--- src/hdl/asc_pkg.sv ---
// Shared codes and control types of the allocation safety checker.
// No dependencies.
package asc_pkg;

  localparam logic [1:0] ACT_ALLOC  = 2'd0;
  localparam logic [1:0] ACT_ACCESS = 2'd1;
  localparam logic [1:0] ACT_FREE   = 2'd2;

  localparam logic [1:0] EV_ALLOC  = 2'd0;
  localparam logic [1:0] EV_ACCESS = 2'd1;
  localparam logic [1:0] EV_FREE   = 2'd2;

  localparam logic [2:0] ST_OK                = 3'd0;
  localparam logic [2:0] ST_USE_BEFORE_MALLOC = 3'd1;
  localparam logic [2:0] ST_USE_AFTER_FREE    = 3'd2;
  localparam logic [2:0] ST_INVALID_FREE      = 3'd3;
  localparam logic [2:0] ST_DOUBLE_FREE       = 3'd4;
  localparam logic [2:0] ST_TABLE_FULL        = 3'd5;

  localparam int unsigned SIZE_BITS = 32;

  // Table update broadcast to every cell.
  typedef struct packed {
    logic       alloc_we;
    logic       ev_we;
    logic [1:0] ev;
  } upd_t;

  // Search flags handed from cell to cell.
  typedef struct packed {
    logic       ex_found;
    logic       cv_found;
    logic [1:0] ex_ev;
    logic [1:0] cv_ev;
  } hit_t;

endpackage

--- src/hdl/asc_cell.sv ---
// One table slot: holds an entry and refines the newest-first search item
// passing down the chain. Depends on asc_pkg.
module asc_cell #(
  parameter int IDX_W     = 6,
  parameter int ADDR_BITS = 48,
  parameter int CELL_IDX  = 0
) (
  input  logic                          clk_i,
  input  logic                          rst_ni,
  input  logic [ADDR_BITS-1:0]          cmd_addr_i,
  input  logic [asc_pkg::SIZE_BITS-1:0] cmd_size_i,
  input  asc_pkg::upd_t                 upd_i,
  input  logic [IDX_W-1:0]              upd_idx_i,
  input  asc_pkg::hit_t                 hit_i,
  input  logic [IDX_W-1:0]              ex_idx_i,
  input  logic [ADDR_BITS-1:0]          ex_start_i,
  input  logic [asc_pkg::SIZE_BITS-1:0] ex_size_i,
  input  logic [IDX_W-1:0]              cv_idx_i,
  input  logic [ADDR_BITS-1:0]          cv_start_i,
  input  logic [asc_pkg::SIZE_BITS-1:0] cv_size_i,
  output asc_pkg::hit_t                 hit_o,
  output logic [IDX_W-1:0]              ex_idx_o,
  output logic [ADDR_BITS-1:0]          ex_start_o,
  output logic [asc_pkg::SIZE_BITS-1:0] ex_size_o,
  output logic [IDX_W-1:0]              cv_idx_o,
  output logic [ADDR_BITS-1:0]          cv_start_o,
  output logic [asc_pkg::SIZE_BITS-1:0] cv_size_o
);

  localparam int CW = (ADDR_BITS > asc_pkg::SIZE_BITS) ? ADDR_BITS : asc_pkg::SIZE_BITS;
  localparam logic [IDX_W-1:0] MY_IDX = IDX_W'(CELL_IDX);

  logic                          valid_q;
  logic [ADDR_BITS-1:0]          start_q;
  logic [asc_pkg::SIZE_BITS-1:0] size_q;
  logic [1:0]                    ev_q;

  logic                          sel;
  logic                          exact;
  logic                          covers;
  logic [CW-1:0]                 diff;

  asc_pkg::hit_t                 hit_d, hit_q;
  logic [IDX_W-1:0]              ex_idx_d, ex_idx_q, cv_idx_d, cv_idx_q;
  logic [ADDR_BITS-1:0]          ex_start_d, ex_start_q, cv_start_d, cv_start_q;
  logic [asc_pkg::SIZE_BITS-1:0] ex_size_d, ex_size_q, cv_size_d, cv_size_q;

  assign sel    = (upd_idx_i == MY_IDX);
  assign diff   = CW'(cmd_addr_i) - CW'(start_q);
  assign exact  = valid_q && (start_q == cmd_addr_i);
  assign covers = valid_q && (cmd_addr_i >= start_q) && (diff < CW'(size_q));

  always_comb begin
    hit_d      = hit_i;
    ex_idx_d   = ex_idx_i;
    ex_start_d = ex_start_i;
    ex_size_d  = ex_size_i;
    cv_idx_d   = cv_idx_i;
    cv_start_d = cv_start_i;
    cv_size_d  = cv_size_i;
    if (!hit_i.ex_found && exact) begin
      hit_d.ex_found = 1'b1;
      hit_d.ex_ev    = ev_q;
      ex_idx_d       = MY_IDX;
      ex_start_d     = start_q;
      ex_size_d      = size_q;
    end
    if (!hit_i.cv_found && covers) begin
      hit_d.cv_found = 1'b1;
      hit_d.cv_ev    = ev_q;
      cv_idx_d       = MY_IDX;
      cv_start_d     = start_q;
      cv_size_d      = size_q;
    end
  end

  always_ff @(posedge clk_i or negedge rst_ni) begin
    if (!rst_ni) begin
      valid_q <= 1'b0;
      hit_q   <= '0;
    end else begin
      hit_q <= hit_d;
      if (upd_i.alloc_we && sel) begin
        valid_q <= 1'b1;
      end
    end
  end

  always_ff @(posedge clk_i) begin
    ex_idx_q   <= ex_idx_d;
    ex_start_q <= ex_start_d;
    ex_size_q  <= ex_size_d;
    cv_idx_q   <= cv_idx_d;
    cv_start_q <= cv_start_d;
    cv_size_q  <= cv_size_d;
    if (upd_i.alloc_we && sel) begin
      start_q <= cmd_addr_i;
      size_q  <= cmd_size_i;
      ev_q    <= asc_pkg::EV_ALLOC;
    end else if (upd_i.ev_we && sel) begin
      ev_q <= upd_i.ev;
    end
  end

  assign hit_o      = hit_q;
  assign ex_idx_o   = ex_idx_q;
  assign ex_start_o = ex_start_q;
  assign ex_size_o  = ex_size_q;
  assign cv_idx_o   = cv_idx_q;
  assign cv_start_o = cv_start_q;
  assign cv_size_o  = cv_size_q;

endmodule

--- config.mk ---
export PLATFORM = sky130hd
export DESIGN_NAME = asc_cell
export DESIGN_NICKNAME = d
export VERILOG_FILES = /design/src/hdl/asc_pkg.sv /design/src/hdl/asc_cell.sv
export SDC_FILE = /design/constraint.sdc
export NUM_CORES = 1
export LEC_CHECK = 0
export BUFFER_PORTS_ARGS = -buffer_cell sky130_fd_sc_hd__buf_2
export CAP_MARGIN = 10
export CORE_ASPECT_RATIO = 0.7
export CORE_MARGIN = 2
export CORE_UTILIZATION = 30
export DETAILED_ROUTE_END_ITERATION = 10
export GPL_TIMING_DRIVEN = 1
export PLACE_DENSITY = 0.55
export SKIP_CTS_REPAIR_TIMING = 1
export SLEW_MARGIN = 25
export SYNTH_ARGS = -nofsm -noshare
export SYNTH_HDL_FRONTEND = slang
export SYNTH_SLANG_ARGS = --single-unit
--- constraint.sdc ---
create_clock -name clk_i -period 6.1 [get_ports clk_i]
set_input_delay 0 -clock clk_i [delete_from_list [all_inputs] [get_ports clk_i]]
set_output_delay 0 -clock clk_i [all_outputs]
set_load 0.02 [all_outputs]
==> results <==
- The flow ran to the end, and the final reports show no timing, DRC or antenna violations.
- TritonCTS created 29 clock buffers.
- In the synthesized netlist the async set-or-reset flop fraction comes to 2.68%.
- Headroom to the max-slew limit came out at 36.5%.
- The minimum clock period after layout is 5.66 ns.
- The total power is 4.28 mW.
- The total congestion overflow after global routing is 0.
- The clock passes through at most 3 buffers.
- STA puts the critical path data arrival time at 6.10 ns.
- The I/O pin total is 448.
- The required time at the worst-slack endpoint is approximately 6.5 ns.
- Setup violations remaining at the end of the flow were counted as 0.
- The global-route wire length before repair is around 61000 um.
- Clock-pin slew was measured on the worst setup and hold paths at 0.07 ns.
- The synthesized netlist cell count is 1111.
- Counting the fill cells in the layout gives 3771.
- For this run, the register share of the synthesized area comes to 49.2%.
- The placed instances occupy a cell area of between 0.015 and 0.02 mm2.
- The top cell type by total area after synthesis is sky130_fd_sc_hd__dfxtp_1.
- The number of max-cap violations is 0.
- After floorplanning, the core was divided into 62 placement rows.
- In the global route stage, met3 resource usage came out at 4.91%.
- VDD sags by at most 0.179 mV.
- The flop-to-flop setup slack is roughly 0.44 ns.
- The final layout net count is 2161.
- The pin count of the biggest net entering global routing is between 60 and 70.
- The die is roughly 170 um tall.
- Summing all non-filler instances in the final layout gives an area of 0.0187 mm2.
- Compared with the post-synthesis result, the final layout area differs by 51.3%.
- The root buffer cell chosen for the clock tree is sky130_fd_sc_hd__clkbuf_16.
- Setup repair after global routing left no endpoint under its margin.
- The average wire per standard cell is 18.6 um.
- The floorplan step defined a die boundary enclosing roughly 0.043 mm2.
- The critical path class is reg2reg.
- The number of vias per cell after detailed routing is ~4.7.
- The antenna violation net count after detailed routing is 0.
- The tightest min-delay check is of the in2reg type.
- The congestion estimate from routability-driven global placement came to 0.923.
- The worst slack on hold paths is between 0.08 and 0.09 ns.
- STA classifies the critical path startpoint as a register.
- The met1 capacity usage during global routing is 27.6%.
- Of the post-synthesis cell area, the dominant cell type holds 28.2%.
- Ranked by total cell area, the synthesized netlist is headed by sky130_fd_sc_hd__dfxtp_1 28%, sky130_fd_sc_hd__edfxtp_1 19%, sky130_fd_sc_hd__mux2_2 14%.
- The share of the clock period used by the worst path is 92.9%.
- The final layout contains routed wiring with a total length of roughly 44000 um.
- The pre-antenna-repair detailed-routing pass consisted of 5 iterations.
- By instance count, the leading cell after synthesis is sky130_fd_sc_hd__dfxtp_1.
- At the pin with the least slew margin, the transition time is approximately 0.95 ns.
- For this run, design rule violations remaining after detail routing come to 0.
- The worst setup path is captured at a register.
- The number of slew-limit violations in the final report is 0.
- In this run the power density over the cells is roughly 230 mW/mm2.
- The number of enable flip-flop cells after synthesis is 80.
- The most used routing layer in global routing is met1.
- The net count of the mapped netlist is 1461.
- The TritonCTS clock tree is built.
- In this run the cell area of the synthesized design comes to 0.0123 mm2.
- Adding up every negative setup slack in the final design gives 0 ns.
- The total count of hold-check failures in the final report is 0.
- In this run, synthesis produced a sequential element count of 261.
- The top flip-flop cell by instance count after synthesis is sky130_fd_sc_hd__dfxtp_1.
- CTS built an H-tree with a depth of 1.
- The netlist uses 65 different library cells.
- The yosys synthesis warning count is 0.
- Once the floorplan was initialized, standard cells occupied a little under a third of the core.
- The clock skew after layout is 0.0171 ns.
- The achievable clock frequency is 0.177 GHz.
- Counting every sink on the clock net gives 261.
- The maximum fanout along the worst path is 27.
- In the global route stage, overall resource usage came out at 18.5%.
- The detailed router finished its first iteration with 656 violations.
- The count of buffers added on input and output ports is 447.
- For the worst-skew pair, the clock arrives at the later sink with an insertion delay of 0.56 ns.
- The HPWL reported at the end of detailed placement is 33100 um.
- The number of global-route vias before repair is 10100.
- In the final layout, the share of cells above drive strength 1 is 37.3%.
- The met2 capacity usage during global routing is 26.5%.
- The routed layout has 11200 vias.
- The floorplan step defined a core boundary enclosing approximately 0.041 mm2.
- The static leakage power is 8.37 nW.
- Dividing the synthesized area by the synthesized cell count gives 11.1 um2.
- The initial antenna violation count is 1.
- Measured on the finished design, the core utilization comes to 45.7%.
- Ranked by instance count, the synthesized netlist is headed by 174 x sky130_fd_sc_hd__dfxtp_1, 151 x sky130_fd_sc_hd__mux2_2, 87 x sky130_fd_sc_hd__inv_1.
- The die is 246 um wide.
## per-stage QoR
| stage | instances | setup WS [ns] |
|---|---|---|
| after floorplan | 1111 | 1.16 |
| after global placement | 2060 | 0.452 |
| after detailed placement | 2060 | 0.406 |
| after CTS | 2113 | 0.375 |
| after global routing | 2378 | 0.114 |
| final | 2378 | 0.435 |
## final timing paths
path | startpoint | to | depth (start not counted)
worst max-delay path | start_q[0]$_DFFE_PP_ | cv_start_o[38]$_DFF_P_ | 21
worst min-delay path | upd_i[3] | start_q[31]$_DFFE_PP_ | 2
worst max register to register | start_q[0]$_DFFE_PP_ | cv_start_o[38]$_DFF_P_ | 21
worst min register to register | ev_q[1]$_SDFFE_PP0P_ | hit_o[1]$_DFF_PN0_ | 1
max in group asynchronous | rst_ni | hit_o[4]$_DFF_PN0_ | 3
min in group asynchronous | rst_ni | hit_o[1]$_DFF_PN0_ | 3
## registers in the layout, indices dropped and copies added, names as in the netlist
name,count
ex_size_o,32
cv_idx_o,6
ex_idx_o,6
cv_start_o,48
ev_q,2
ex_start_o,48
start_q,48
valid_q,1
hit_o,6
cv_size_o,32
size_q,32
## cells in the final DEF, fill, tap and decap left out, types with 9 or more instances in the layout
master / n
sky130_fd_sc_hd__buf_2: 447
sky130_fd_sc_hd__dlygate4sd3_1: 264
sky130_fd_sc_hd__dfxtp_1: 174
sky130_fd_sc_hd__mux2_2: 151
sky130_fd_sc_hd__inv_1: 87
sky130_fd_sc_hd__edfxtp_1: 80
sky130_fd_sc_hd__ha_1: 79
sky130_fd_sc_hd__nand2_1: 70
sky130_fd_sc_hd__a21oi_1: 63
sky130_fd_sc_hd__nor2_1: 41
sky130_fd_sc_hd__o21ai_0: 38
sky130_fd_sc_hd__nand4_1: 32
sky130_fd_sc_hd__clkbuf_16: 30
sky130_fd_sc_hd__xnor2_1: 19
sky130_fd_sc_hd__nor3_1: 17
sky130_fd_sc_hd__xor2_1: 16
sky130_fd_sc_hd__a21o_1: 15
sky130_fd_sc_hd__mux2_4: 14
sky130_fd_sc_hd__o211ai_1: 10
sky130_fd_sc_hd__a211oi_1: 10
sky130_fd_sc_hd__or3_1: 10
sky130_fd_sc_hd__o21a_1: 9
sky130_fd_sc_hd__nand3_1: 9
## logic make-up after synthesis
| group | count (synthesis) | share of synthesized area (%) |
|---|---|---|
| AOI/OAI and AO/OA | 204 | 10.7 |
| xor gates and xnor gates | 35 | 2.49 |
| adders and majority gates | 80 | 8.18 |
| buffers and inverters | 137 | 4.56 |
| DFF | 261 | 49.2 |
| muxes | 170 | 15.9 |
| and+or+nand+nor | 224 | 9.06 |
## power by group
group	leakage, nW	total, mW	switching, mW	internal (mW)
registers	2.27	1.88	0.0222	1.86
clock network	0.462	1.69	0.742	0.946
logic	5.64	0.711	0.353	0.358
total	8.37	4.28	1.12	3.16
## critical path: stages, from the launching register on
cell,delay (ns)
sky130_fd_sc_hd__edfxtp_1,0.41
sky130_fd_sc_hd__ha_1,0.22
sky130_fd_sc_hd__fa_1,0.41
sky130_fd_sc_hd__nand2b_1,0.18
sky130_fd_sc_hd__a21oi_1,0.31
sky130_fd_sc_hd__o211ai_1,0.20
sky130_fd_sc_hd__nand2_1,0.20
sky130_fd_sc_hd__nor3_1,0.06
sky130_fd_sc_hd__or2_2,0.31
sky130_fd_sc_hd__o21ai_0,0.21
sky130_fd_sc_hd__xor2_1,0.21
sky130_fd_sc_hd__ha_1,0.29
sky130_fd_sc_hd__a21o_1,0.17
sky130_fd_sc_hd__a21oi_1,0.15
sky130_fd_sc_hd__o211ai_1,0.12
sky130_fd_sc_hd__nor3_1,0.21
sky130_fd_sc_hd__o2111ai_1,0.13
sky130_fd_sc_hd__nor4_1,0.32
sky130_fd_sc_hd__nand4_1,0.17
sky130_fd_sc_hd__or4b_4,0.57
sky130_fd_sc_hd__buf_4,0.30
sky130_fd_sc_hd__mux2_4,0.36
## per-layer routing
| metal | share of wire (%) | vias to the layer above |
|---|---|---|
| met5 | 0 | - |
| met3 | 6.1 | 50 |
| li1 | - | 5419 |
| met2 | 43 | 381 |
| met4 | 1.8 | 0 |
| met1 | 49 | 5349 |
## layout make-up
type	count	area [um2]	share of cell area (%)
sequential	261	6060	32.5
multi-input combinational	713	5730	30.7
timing repair buffer	719	4940	26.5
clock buffer	37	807	4.33
tap	544	681	3.65
inverter	87	327	1.75
clock inverter	16	108	0.577
antenna	1	2.50	0.0134
(Power assumes the default switching activity.)
